==> src/rtl/bwt_pkg.sv <==
// Shared types, codes and the slot match function of the breakpoint/trace unit.
// No dependencies; compile first.
`default_nettype none

package bwt_pkg;

    localparam logic [31:0] CNT_MAX = 32'hFFFF_FFFF;

    // request codes
    localparam logic [2:0] REQ_EVENT       = 3'd0;
    localparam logic [2:0] REQ_ADD_SLOT    = 3'd1;
    localparam logic [2:0] REQ_CLEAR_SLOT  = 3'd2;
    localparam logic [2:0] REQ_CLEAR_TRACE = 3'd3;
    localparam logic [2:0] REQ_READ_FRAME  = 3'd4;

    // event kinds
    localparam logic [2:0] EV_EXEC     = 3'd0;
    localparam logic [2:0] EV_RD_BYTE  = 3'd1;
    localparam logic [2:0] EV_WR_BYTE  = 3'd2;
    localparam logic [2:0] EV_RD_WORD  = 3'd3;
    localparam logic [2:0] EV_WR_WORD  = 3'd4;

    // trigger kinds
    localparam logic [2:0] TRIG_PC     = 3'd1;
    localparam logic [2:0] TRIG_ACCESS = 3'd2;
    localparam logic [2:0] TRIG_VALUE  = 3'd3;
    localparam logic [2:0] TRIG_FULL   = 3'd4;

    // access modes
    localparam logic [1:0] MODE_READ  = 2'd0;
    localparam logic [1:0] MODE_WRITE = 2'd1;

    // slot actions
    localparam logic [1:0] ACT_BREAK    = 2'd1;
    localparam logic [1:0] ACT_ANNOTATE = 2'd2;

    typedef struct packed {
        logic [2:0]  req_type;
        logic [2:0]  event_kind;
        logic [15:0] addr;
        logic [15:0] data;
        logic [2:0]  trig_kind;
        logic [1:0]  access_mode;
        logic [15:0] occur_count;
        logic [1:0]  action_kind;
        logic [31:0] index;
    } t_req;

    typedef struct packed {
        logic        break_hit;
        logic [7:0]  fired_mask;
        logic [7:0]  annotate_mask;
        logic [2:0]  slot_number;
        logic        add_failed;
        logic        frame_valid;
        logic [2:0]  frame_kind;
        logic [15:0] frame_addr;
        logic [15:0] frame_data;
        logic        buffer_full;
        logic [31:0] recorded_count;
    } t_rsp;

    typedef struct packed {
        logic [2:0]  trig;
        logic [1:0]  mode;
        logic [1:0]  act;
        logic [15:0] addr;
        logic [15:0] value;
        logic [15:0] count;
    } t_slot;

    // controller -> datapath
    typedef struct packed {
        logic capture;
        logic exec;
        logic rd_addr;
        logic rd_capture;
    } t_dp_cmd;

    // datapath -> controller
    typedef struct packed {
        logic is_read;
        logic frame_ok;
    } t_dp_stat;

    function automatic logic slot_hit(t_slot s, logic [2:0] kind, logic [15:0] a,
                                      logic [15:0] d, logic full);
        logic rd;
        logic wr;
        logic dir;
        logic hit;
        rd = (kind == EV_RD_BYTE) || (kind == EV_RD_WORD);
        wr = (kind == EV_WR_BYTE) || (kind == EV_WR_WORD);
        case (s.mode)
            MODE_READ:  dir = rd;
            MODE_WRITE: dir = wr;
            default:    dir = 1'b1;
        endcase
        case (s.trig)
            TRIG_PC:     hit = (kind == EV_EXEC) && (a == s.addr);
            TRIG_ACCESS: hit = dir && (a == s.addr);
            TRIG_VALUE:  hit = dir && (a == s.addr) && (d == s.value);
            TRIG_FULL:   hit = full;
            default:     hit = 1'b0;
        endcase
        return hit;
    endfunction

endpackage

`default_nettype wire

==> src/rtl/bwt_ctrl.sv <==
// Controller: sequences one request at a time through the datapath and holds
// the result handshake. Depends on bwt_pkg.
`default_nettype none

module bwt_ctrl (
    input  wire logic              i_clk,
    input  wire logic              i_rst_n,
    input  wire logic              i_in_valid,
    input  wire logic              i_out_ready,
    input  wire bwt_pkg::t_dp_stat i_stat,
    output logic                   o_in_ready,
    output logic                   o_out_valid,
    output bwt_pkg::t_dp_cmd       o_cmd
);
    import bwt_pkg::*;

    typedef enum logic [2:0] {
        S_IDLE,
        S_EXEC,
        S_ADDR,
        S_RDWAIT,
        S_DONE
    } t_state;

    t_state r_state;
    logic   r_out_valid;

    always_ff @(posedge i_clk) begin
        if (!i_rst_n) begin
            r_state     <= S_IDLE;
            r_out_valid <= 1'b0;
        end else begin
            case (r_state)
                S_IDLE: begin
                    if (i_in_valid) begin
                        r_state <= S_EXEC;
                    end
                end
                S_EXEC: begin
                    if (i_stat.is_read) begin
                        r_state <= S_ADDR;
                    end else begin
                        r_state     <= S_DONE;
                        r_out_valid <= 1'b1;
                    end
                end
                S_ADDR: begin
                    // skip the ring read for a frame that is not held (not yet written or overwritten)
                    if (i_stat.frame_ok) begin
                        r_state <= S_RDWAIT;
                    end else begin
                        r_state     <= S_DONE;
                        r_out_valid <= 1'b1;
                    end
                end
                S_RDWAIT: begin
                    r_state     <= S_DONE;
                    r_out_valid <= 1'b1;
                end
                S_DONE: begin
                    if (i_out_ready) begin
                        r_state     <= S_IDLE;
                        r_out_valid <= 1'b0;
                    end
                end
                default: begin
                    r_state     <= S_IDLE;
                    r_out_valid <= 1'b0;
                end
            endcase
        end
    end

    assign o_in_ready       = (r_state == S_IDLE);
    assign o_out_valid      = r_out_valid;
    assign o_cmd.capture    = (r_state == S_IDLE) && i_in_valid;
    assign o_cmd.exec       = (r_state == S_EXEC);
    assign o_cmd.rd_addr    = (r_state == S_ADDR) && i_stat.frame_ok;
    assign o_cmd.rd_capture = (r_state == S_RDWAIT);

endmodule

`default_nettype wire

==> config.mk <==
export PLATFORM = sky130hd
export DESIGN_NAME = bwt_ctrl
export DESIGN_NICKNAME = d
export VERILOG_FILES = /design/src/rtl/bwt_pkg.sv /design/src/rtl/bwt_ctrl.sv
export SDC_FILE = /design/constraint.sdc
export NUM_CORES = 1
export LEC_CHECK = 0
export ABC_CLOCK_PERIOD_IN_PS = 1100
export BUFFER_PORTS_ARGS = -buffer_cell sky130_fd_sc_hd__buf_4
export CAP_MARGIN = 40
export CORE_AREA = 2 2 39 41
export DETAILED_ROUTE_END_ITERATION = 7
export DIE_AREA = 0 0 41 43
export SLEW_MARGIN = 10
export SYNTH_ARGS = -nofsm -noshare
export SYNTH_HDL_FRONTEND = slang
export SYNTH_SLANG_ARGS = --single-unit
export TNS_END_PERCENT = 1
==> constraint.sdc <==
create_clock -name i_clk -period 1.1 [get_ports i_clk]
set_clock_uncertainty 0.05 [all_clocks]
set_input_delay 0.22 -clock i_clk [delete_from_list [all_inputs] [get_ports i_clk]]
set_output_delay 0.22 -clock i_clk [all_outputs]
set_load 0.005 [all_outputs]
==> results.sh, run 1 <==
export IMPL_outcome="finished, violations left"
export IMPL_violations="negative setup slack"
export IMPL_worst_pin_slew_ps=236.7
export IMPL_synth_avg_cell_area_um2=9.950
export IMPL_synth_nets=27
export IMPL_finalMaxSlewViolations=0
export IMPL_drt_initial_drc_count=3
export IMPL_synthMuxAreaShare_pct=0
export IMPL_area_growth_pct=89.82
export IMPL_slew_headroom_pct=84.19
export IMPL_clk_insertion_delay_late_ps=230
export IMPL_yosys_top_cells_area="dfxtp_1 38%, and4bb_4 7.8%, a21boi_1 7.2%, nor3b_2 6.0%, nor3_2 4.8%"
export IMPL_netlist_instances=21
export IMPL_reg2reg_depth=4
export IMPL_hp_start="i_rst_n"
export IMPL_grt_max_degree=7
export IMPL_power_frac_comb_pct=26.3
export IMPL_port_buffer_count=11
export IMPL_final_cells=55
export IMPL_final_cell_mix="12 x buf_4, 3 x clkbuf_4, 3 x buf_6, 2 x a21boi_1, 2 x dfxtp_4"
export IMPL_synthXorXnorAreaFrac_pct=0
export IMPL_ir_worst_vdd_v=0.0004012
export IMPL_synth_top_family_by_area="simple AND/OR/NAND/NOR gates"
export IMPL_yosys_area_share_simple_pct=40.12
export IMPL_switching_share_pct=23.18
export IMPL_crit_path_max_fanout=5
export IMPL_pre_cts_ws_ps=-34.44
export IMPL_diodes=0
export IMPL_powerDensity_nw_per_um2=1188
export IMPL_h_tree_depth=1
export IMPL_start_util_pct=15.10
export IMPL_p_switching_mw=0.1092
export IMPL_fin_ws_ps=-215.6
export IMPL_numCtsBuffers=3
export IMPL_fin_crit_ps=1316
export IMPL_endpoint_kind="output pin"
export IMPL_postCtsHoldBufs=0
export IMPL_ios=12
export IMPL_synthAdderAreaFrac_pct=0
export IMPL_clkSlewWorstSetupHoldPaths_ps=40
export IMPL_setup_tns_final_ps=-842.9
export IMPL_dr_pass1_iters=4
export IMPL_synth_seq_cells=4
export IMPL_synth_async_sr_flop_share_pct=0
export IMPL_max_freq_mhz=760.1
export IMPL_pwr_share_clk_pct=37.4
export IMPL_yosys_area_top_type="dfxtp_1"
export IMPL_numPlacedInstances=51
export IMPL_synthMostInstantiatedCell="dfxtp_1"
export IMPL_rrSetupSlack_ps=30
export IMPL_hold_viol_final=0
export IMPL_hp_class="in2reg"
export IMPL_maxCapViolCount=0
export IMPL_antenna_found_initial=0
export IMPL_hold_path_end="r_state[0]$_SDFFE_PN0P_"
export IMPL_vias_per_cell=4.164
export IMPL_yosysWarnings=0
export IMPL_wl_per_cell_um=9.655
export IMPL_grt_ovfl_total=0
export IMPL_root_buffer="clkbuf_4"
export IMPL_r2r_end="r_state[2]$_SDFFE_PN0P_"
export IMPL_final_core_util_pct=28.66
export IMPL_core_area_um2=1384
export IMPL_rows=14
export IMPL_setup_viol=5
export IMPL_path_class="reg2out"
export IMPL_final_common_cell="buf_4"
export IMPL_drive_gt1_share_pct=71.79
export IMPL_route_detailed_drc=0
export IMPL_synth_compound_area_share_pct=19.76
export IMPL_p_leak_nw=0.1808
export IMPL_holdPathStages=2
export IMPL_p_seq_share_pct=36.3
export IMPL_grt_usage_pct=7.222
export IMPL_rsz0062_at_grt="yes"
export IMPL_synth_edf_count=0
export IMPL_critPathLaunchType="flip-flop"
export IMPL_vias=229
export IMPL_syn_area_um2=209.0
export IMPL_synthFlopType="dfxtp_1"
export IMPL_cp_required_ps=830
export IMPL_synth_cell_types=17
export IMPL_grt_pass1_vias=217
export IMPL_synth_seq_area_share_pct=38.32
export IMPL_hold_ws_ps=186.2
export IMPL_n_fill_cell=149
export IMPL_reg2reg_from="r_state[0]$_SDFFE_PN0P_"
export IMPL_place_congestion=0.6323
export IMPL_grt_pass1_wl_um=821
export IMPL_wl_um=531
export IMPL_cts_sinks=4
export IMPL_die_h_um=43
export IMPL_yosysTopAreaCellShare_pct=38.32
export IMPL_yosys_top_cells_count="4 x dfxtp_1, 2 x a21boi_1"
export IMPL_cts_tree="built"
export IMPL_cp_arrival_ps=1050
export IMPL_ant_nets=0
export IMPL_clock_path_buffers=2
export IMPL_die_x_um=41
export IMPL_cellInternalPower_mw=0.3620
export IMPL_die_area_um2=1763
export IMPL_finalCritPeriodShare_pct=119.6
export IMPL_num_nets_final=47
critical path, cell delays in order (launching register included):
cell and delay, ps:
dfxtp_4 350, nor3_4 200, and2_4 180, buf_6 90
worst max-delay path by stage:
| stage | startpoint | to | slack [ps] | depth (start not counted) |
|---|---|---|---|---|
| final | r_state[0]$_SDFFE_PN0P_ | o_cmd[3] | -220 | 3 |
| after global routing | r_state[0]$_SDFFE_PN0P_ | o_cmd[3] | -240 | 3 |
| after CTS | r_state[0]$_SDFFE_PN0P_ | o_cmd[3] | -230 | 3 |
| after detailed placement | r_state[2]$_SDFFE_PN0P_ | o_cmd[0] | -30 | 3 |
| after global placement | r_state[2]$_SDFFE_PN0P_ | o_cmd[0] | -20 | 3 |
| after floorplan | r_state[1]$_SDFFE_PN0P_ | o_cmd[3] | 100 | 2 |
layer usage:
layer	GRT usage, %	vias to the layer above	routed length [um]
li1	-	115	-
met1	7.692	110	184
met2	10.31	4	315
met3	3.141	0	31
met4	6.000	0	0
met5	0	-	0
power by group through the flow:
stage | clock network, mW | registers (mW) | logic, mW
2_1_floorplan | 0 | 0.169 | 0.0423
3_3_place_gp | 0 | 0.172 | 0.102
3_5_place_dp | 0 | 0.171 | 0.104
4_1_cts | 0.187 | 0.170 | 0.122
5_1_grt | 0.192 | 0.173 | 0.133
6_report | 0.176 | 0.171 | 0.124
final cells by class:
cell class	count	area (um2)	area share, %
multi-input cells	16	137.6	34.70
well taps	16	20.02	5.047
flip-flops and latches	4	88.84	22.40
inverters	1	3.754	0.9464
clock buffers	3	22.52	5.678
repair buffers	15	123.9	31.23
cell families (layout without fill, tap and decap cells):
| family | count (synthesis) | after routing |
|---|---|---|
| buffers and inverters | 1 | 19 |
| DFF | 4 | 4 |
| AOI/OAI and AO/OA | 6 | 6 |
| and+or+nand+nor | 10 | 10 |
flip-flops by register name, indices dropped and copies added (netlist names):
name         flops
r_state          3
o_out_valid      1
stage by stage:
| step | cell area [um2] | power, mW |
|---|---|---|
| after global placement | 334.1 | 0.2739 |
| after CTS | 386.6 | 0.4798 |
| final | 396.6 | 0.4712 |
| after floorplan | 209.0 | 0.2112 |
| after global routing | 396.6 | 0.4982 |
| after detailed placement | 334.1 | 0.2752 |
what timing repair did:
item / in CTS / in global routing
pin swaps: 2 / 1
cloned: 0 / 0
endpoints found under the setup margin: 5 / 7
gates resized for setup: 9 / 2
setup buffers: 1 / 0
No activity file was read; power rests on OpenSTA's default activity.
==> run 2: changes to the inputs <==
- RECOVER_POWER: not set -> 100
==> run 2 against run 1 <==
The flow still finishes with violations (negative setup slack). Maximum frequency unchanged. First-iteration DRC count did not move. Sequential share of layout area stayed put. Flip-flop and latch count is the same. Clock-buffer cell count is the same. Worst setup slack stayed put. Non-clock buffer count stayed put. Wire length shrank 0.19%. Critical path type unchanged. Largest power group unchanged.
==> results.sh, run 2 (synthesis results as in run 1) <==
export IMPL_ant_nets=0
export IMPL_hp_class="in2reg"
export IMPL_violations="negative setup slack"
export IMPL_rsz0062_at_grt="yes"
export IMPL_core_area_um2=1384
export IMPL_crit_path_max_fanout=5
export IMPL_grt_ovfl_total=0
export IMPL_clk_insertion_delay_late_ps=230
export IMPL_max_freq_mhz=760.1
export IMPL_crit_slowest_cell="dfxtp_4"
export IMPL_slowest_delay_ps=350
export IMPL_wl_um=530
export IMPL_die_area_um2=1763
export IMPL_final_cell_mix="11 x buf_4, 4 x clkbuf_4, 3 x buf_6, 2 x a21boi_1, 2 x dfxtp_4"
export IMPL_root_buffer="clkbuf_4"
export IMPL_p_total_mw=0.4708
export IMPL_largest_reg_flops=3
export IMPL_final_core_util_pct=28.66
export IMPL_design_area_um2=396.6
export IMPL_powerDensity_nw_per_um2=1187
export IMPL_cts_sinks=4
export IMPL_num_nets_final=47
export IMPL_h_tree_depth=1
export IMPL_p_seq_share_pct=36.3
export IMPL_p_switching_mw=0.1091
export IMPL_finalCritPeriodShare_pct=119.6
export IMPL_postCtsHoldBufs=0
export IMPL_vias=229
export IMPL_grt_pass1_wl_um=821
export IMPL_drive_gt1_share_pct=71.79
export IMPL_power_frac_comb_pct=26.2
export IMPL_largest_register="r_state"
export IMPL_p_leak_nw=0.1803
export IMPL_holdPathStages=2
export IMPL_ir_worst_vdd_v=0.0004012
export IMPL_finalMaxSlewViolations=0
export IMPL_fin_ws_ps=-215.6
export IMPL_area_growth_pct=89.82
export IMPL_start_util_pct=15.10
export IMPL_antenna_found_initial=0
export IMPL_cp_cell_sequence="nor3_4, and2_4, buf_6"
export IMPL_critPathLaunchType="flip-flop"
export IMPL_grt_usage_pct=7.222
export IMPL_place_congestion=0.6323
export IMPL_cp_arrival_ps=1050
export IMPL_wl_per_cell_um=9.636
export IMPL_dr_pass1_iters=4
export IMPL_final_common_cell="buf_4"
export IMPL_cts_tree="built"
export IMPL_clock_path_buffers=2
export IMPL_cp_required_ps=830
export IMPL_hold_viol_final=0
export IMPL_ff_latch_area_um2=88.84
export IMPL_port_buffer_count=11
export IMPL_vias_per_cell=4.164
export IMPL_fin_crit_ps=1316
export IMPL_grt_pass1_vias=217
export IMPL_worst_path_buf_inv=1
export IMPL_die_x_um=41
export IMPL_endpoint_kind="output pin"
export IMPL_placed_area_um2=334.1
export IMPL_clkSlewWorstSetupHoldPaths_ps=40
export IMPL_drt_initial_drc_count=3
export IMPL_route_detailed_drc=0
export IMPL_pwr_share_clk_pct=37.4
export IMPL_crit_family="simple AND/OR/NAND/NOR gates"
export IMPL_cellInternalPower_mw=0.3617
export IMPL_numCtsBuffers=3
export IMPL_die_h_um=43
export IMPL_ios=12
export IMPL_switching_share_pct=23.17
export IMPL_n_fill_cell=149
export IMPL_slew_headroom_pct=84.19
export IMPL_setup_viol=5
export IMPL_rows=14
export IMPL_worst_path_stages=3
export IMPL_outcome="finished, violations left"
export IMPL_worst_pin_slew_ps=236.7
export IMPL_diodes=0
export IMPL_path_class="reg2out"
export IMPL_reg2reg_depth=4
export IMPL_grt_max_degree=7
export IMPL_multiInputGateArea_um2=137.6
export IMPL_maxCapViolCount=0
run 2: path summary, 6_finish.rpt:
kind | slack [ps] | from | to
worst max-delay path | -220 | r_state[0]$_SDFFE_PN0P_ | o_cmd[3]
worst min-delay path | 190 | i_rst_n | r_state[0]$_SDFFE_PN0P_
worst max register to register | 30 | r_state[0]$_SDFFE_PN0P_ | r_state[2]$_SDFFE_PN0P_
worst min register to register | 430 | o_out_valid$_SDFFE_PN0P_ | o_out_valid$_SDFFE_PN0P_
run 2: area by class of cell:
cell class | count | share of cell area, %
multi-input cells | 16 | 34.70
repair buffers | 15 | 31.23
flip-flops and latches | 4 | 22.40
clock buffers | 3 | 5.678
well taps | 16 | 5.047
inverters | 1 | 0.9464
run 2: worst reg2reg max path: stages, from the launching register on:
cell and delay, ps:
dfxtp_4 350, buf_4 130, nand2b_1 140, a31oi_2 190, a21boi_1 80
run 2: power groups by stage:
stage	registers [mW]	clock network (mW)	logic, mW
6_report	0.171	0.176	0.124
4_1_cts	0.170	0.187	0.122
3_5_place_dp	0.171	0	0.104
3_3_place_gp	0.172	0	0.102
2_1_floorplan	0.169	0	0.0423
5_1_grt	0.173	0.192	0.133
run 2: layer usage:
layer	up-vias	GRT usage, %	wire length (um)
met4	0	6.000	0
met3	0	3.141	31
met5	-	0	0
li1	115	-	-
met1	110	7.692	184
met2	4	10.31	314
run 2: through the flow:
step	TNS (ps)	hold WS [ps]	setup slack, ps	instances
floorplan	0	298.2	98.74	21
CTS	-882.6	183.8	-226.1	55
global placement	-39.23	417.7	-23.87	51
finish	-842.9	186.2	-215.6	55
detailed placement	-64.09	425.6	-34.44	51
global route	-1110	195.4	-240.9	55
run 2: what timing repair did:
action / in CTS / in global routing
endpoints found under the hold margin: 0 / 0
setup endpoints to repair: 5 / 7
setup buffers: 1 / 0
pin swaps: 2 / 1
gates resized for setup: 9 / 2
==> run 3: changes to the inputs <==
- PLACE_DENSITY: not set -> 0.38
==> run 3 against run 2 <==
The run still ends with negative setup slack left. Final cell count stayed put. Critical endpoint is now o_cmd[2]. Critical path type unchanged. Combinational power is 6% lower. Highest routed layer unchanged. First-iteration DRC count stayed put. Wire length is 1.5% lower. Flip-flop and latch count stayed put.
==> results.sh, run 3 (synthesis results as in run 1) <==
export IMPL_outcome="finished, violations left"
export IMPL_violations="negative setup slack"
export IMPL_worst_path_buf_inv=2
export IMPL_crit_path_max_fanout=5
export IMPL_rsz0062_at_grt="yes"
export IMPL_die_h_um=43
export IMPL_critPathLaunch="r_state[2]$_SDFFE_PN0P_"
export IMPL_r2r_end="r_state[0]$_SDFFE_PN0P_"
export IMPL_grt_ovfl_total=0
export IMPL_holdPathStages=2
export IMPL_cp_cell_sequence="buf_4, nor3b_4, buf_4"
export IMPL_cp_required_ps=830
export IMPL_fin_ws_ps=-212.5
export IMPL_largest_register="r_state"
export IMPL_clock_path_buffers=2
export IMPL_cts_tree="built"
export IMPL_cts_sinks=4
export IMPL_ir_worst_vdd_v=0.0004649
export IMPL_clk_insertion_delay_late_ps=230
export IMPL_wl_um=522
export IMPL_slowest_delay_ps=350
export IMPL_area_growth_pct=87.43
export IMPL_vias=235
export IMPL_maxCapViolCount=0
export IMPL_ios=12
export IMPL_hold_path_end="r_state[1]$_SDFFE_PN0P_"
export IMPL_reg2reg_from="r_state[1]$_SDFFE_PN0P_"
export IMPL_h_tree_depth=1
export IMPL_crit_top_cell="buf_4"
export IMPL_vias_per_cell=4.273
export IMPL_worst_pin_slew_ps=265.0
export IMPL_dr_pass1_iters=4
export IMPL_powerDensity_nw_per_um2=1167
export IMPL_drive_gt1_share_pct=66.67
export IMPL_grt_pass1_vias=219
export IMPL_max_freq_mhz=761.9
export IMPL_grt_usage_pct=7.129
export IMPL_slew_headroom_pct=82.20
export IMPL_rrSetupSlack_ps=-70
export IMPL_cp_arrival_ps=1040
export IMPL_numCtsBuffers=3
export IMPL_start_util_pct=15.10
export IMPL_clkSlewWorstSetupHoldPaths_ps=30
export IMPL_core_area_um2=1384
export IMPL_drt_initial_drc_count=3
export IMPL_finalCritPeriodShare_pct=119.3
export IMPL_reg2reg_depth=5
export IMPL_critPathLaunchType="flip-flop"
export IMPL_route_detailed_drc=0
export IMPL_ant_nets=0
export IMPL_crit_family="flip-flops"
export IMPL_root_buffer="clkbuf_4"
export IMPL_hp_class="in2reg"
export IMPL_pre_cts_ws_ps=-10.86
export IMPL_port_buffer_count=11
export IMPL_endpoint_kind="output pin"
export IMPL_final_cell_mix="13 x buf_4, 4 x clkbuf_4, 3 x dfxtp_4, 2 x a21boi_1"
export IMPL_finalMaxSlewViolations=0
export IMPL_p_leak_nw=0.1776
export IMPL_antenna_found_initial=0
export IMPL_largest_reg_flops=3
export IMPL_num_nets_final=47
export IMPL_diodes=0
export IMPL_fin_crit_ps=1313
export IMPL_setup_tns_final_ps=-902.2
export IMPL_hp_start="i_rst_n"
export IMPL_rows=14
export IMPL_path_class="reg2out"
export IMPL_setup_viol=6
export IMPL_crit_slowest_cell="dfxtp_4"
export IMPL_grt_max_degree=8
export IMPL_grt_pass1_wl_um=793
export IMPL_wl_per_cell_um=9.491
export IMPL_place_congestion=0.6178
export IMPL_die_x_um=41
export IMPL_die_area_um2=1763
export IMPL_final_common_cell="buf_4"
export IMPL_hold_viol_final=0
-- run 3: cell count changes in the layout (fill, tap and decap cells not counted) --
| cell | change |
|---|---|
| buf_4 | +2 |
| buf_6 | -2 |
| a31oi_1 | +1 |
| a31oi_2 | -1 |
| dfxtp_2 | -1 |
| dfxtp_4 | +1 |
| inv_1 | +1 |
| inv_2 | -1 |
| nor3b_2 | -1 |
| nor3b_4 | +1 |
-- run 3: how the worst max path moves through the flow --
stage / to / slack [ps] / cells past startpoint
2_1_floorplan: o_cmd[3] / 100 / 2
3_3_place_gp: o_cmd[3] / 0.6 / 3
3_5_place_dp: o_cmd[3] / -10 / 3
4_1_cts: o_cmd[2] / -210 / 3
5_1_grt: o_cmd[3] / -260 / 3
6_report: o_cmd[2] / -210 / 3
-- run 3: layout make-up --
| type | count | area [um2] |
|---|---|---|
| sequential | 4 | 91.34 |
| inverter | 1 | 3.754 |
| timing repair buffer | 15 | 116.4 |
| multi-input combinational | 16 | 137.6 |
| clock buffer | 3 | 22.52 |
| fill | 155 | 992.2 |
| tap | 16 | 20.02 |
-- run 3: stage by stage --
stage	utilization (%)	cell area (um2)	hold slack [ps]	power (mW)	std cells
after floorplan	-	209.0	298.2	0.2112	21
after global placement	23.60	326.6	424.9	0.2675	50
after detailed placement	23.60	326.6	419.6	0.2681	50
after CTS	26.49	366.6	178.3	0.4616	54
after global routing	28.30	391.6	194.3	0.4969	55
final	28.30	391.6	183.1	0.4569	55
-- run 3: worst reg2reg max path, delay by kind of cell (launching register included) --
kind	cells	cell delay (ps)
DFF	1	380
buffers and inverters	2	240
and+or+nand+nor	2	200
AOI/OAI and AO/OA	1	190
-- run 3: layer usage --
layer | vias up | GRT usage, % | wire length [um]
met2 | 13 | 8.750 | 222
met1 | 105 | 8.039 | 218
met3 | 0 | 7.853 | 80
met4 | 0 | 2.000 | 0
li1 | 117 | - | -
met5 | - | 0 | 0
-- run 3: where the power goes --
group	internal, mW	total [mW]	switching (mW)	leakage, nW
Clock	0.121	0.170	0.0488	0.0138
Sequential	0.155	0.170	0.0151	0.0349
Combinational	0.0803	0.117	0.0370	0.129
Total	0.356	0.457	0.101	0.178
-- run 3: timing repair --
item	in CTS	in global routing
pin swaps	3	2
endpoints found under the setup margin	5	6
setup buffers	1	1
gates resized for setup	4	5
hold buffers	0	0
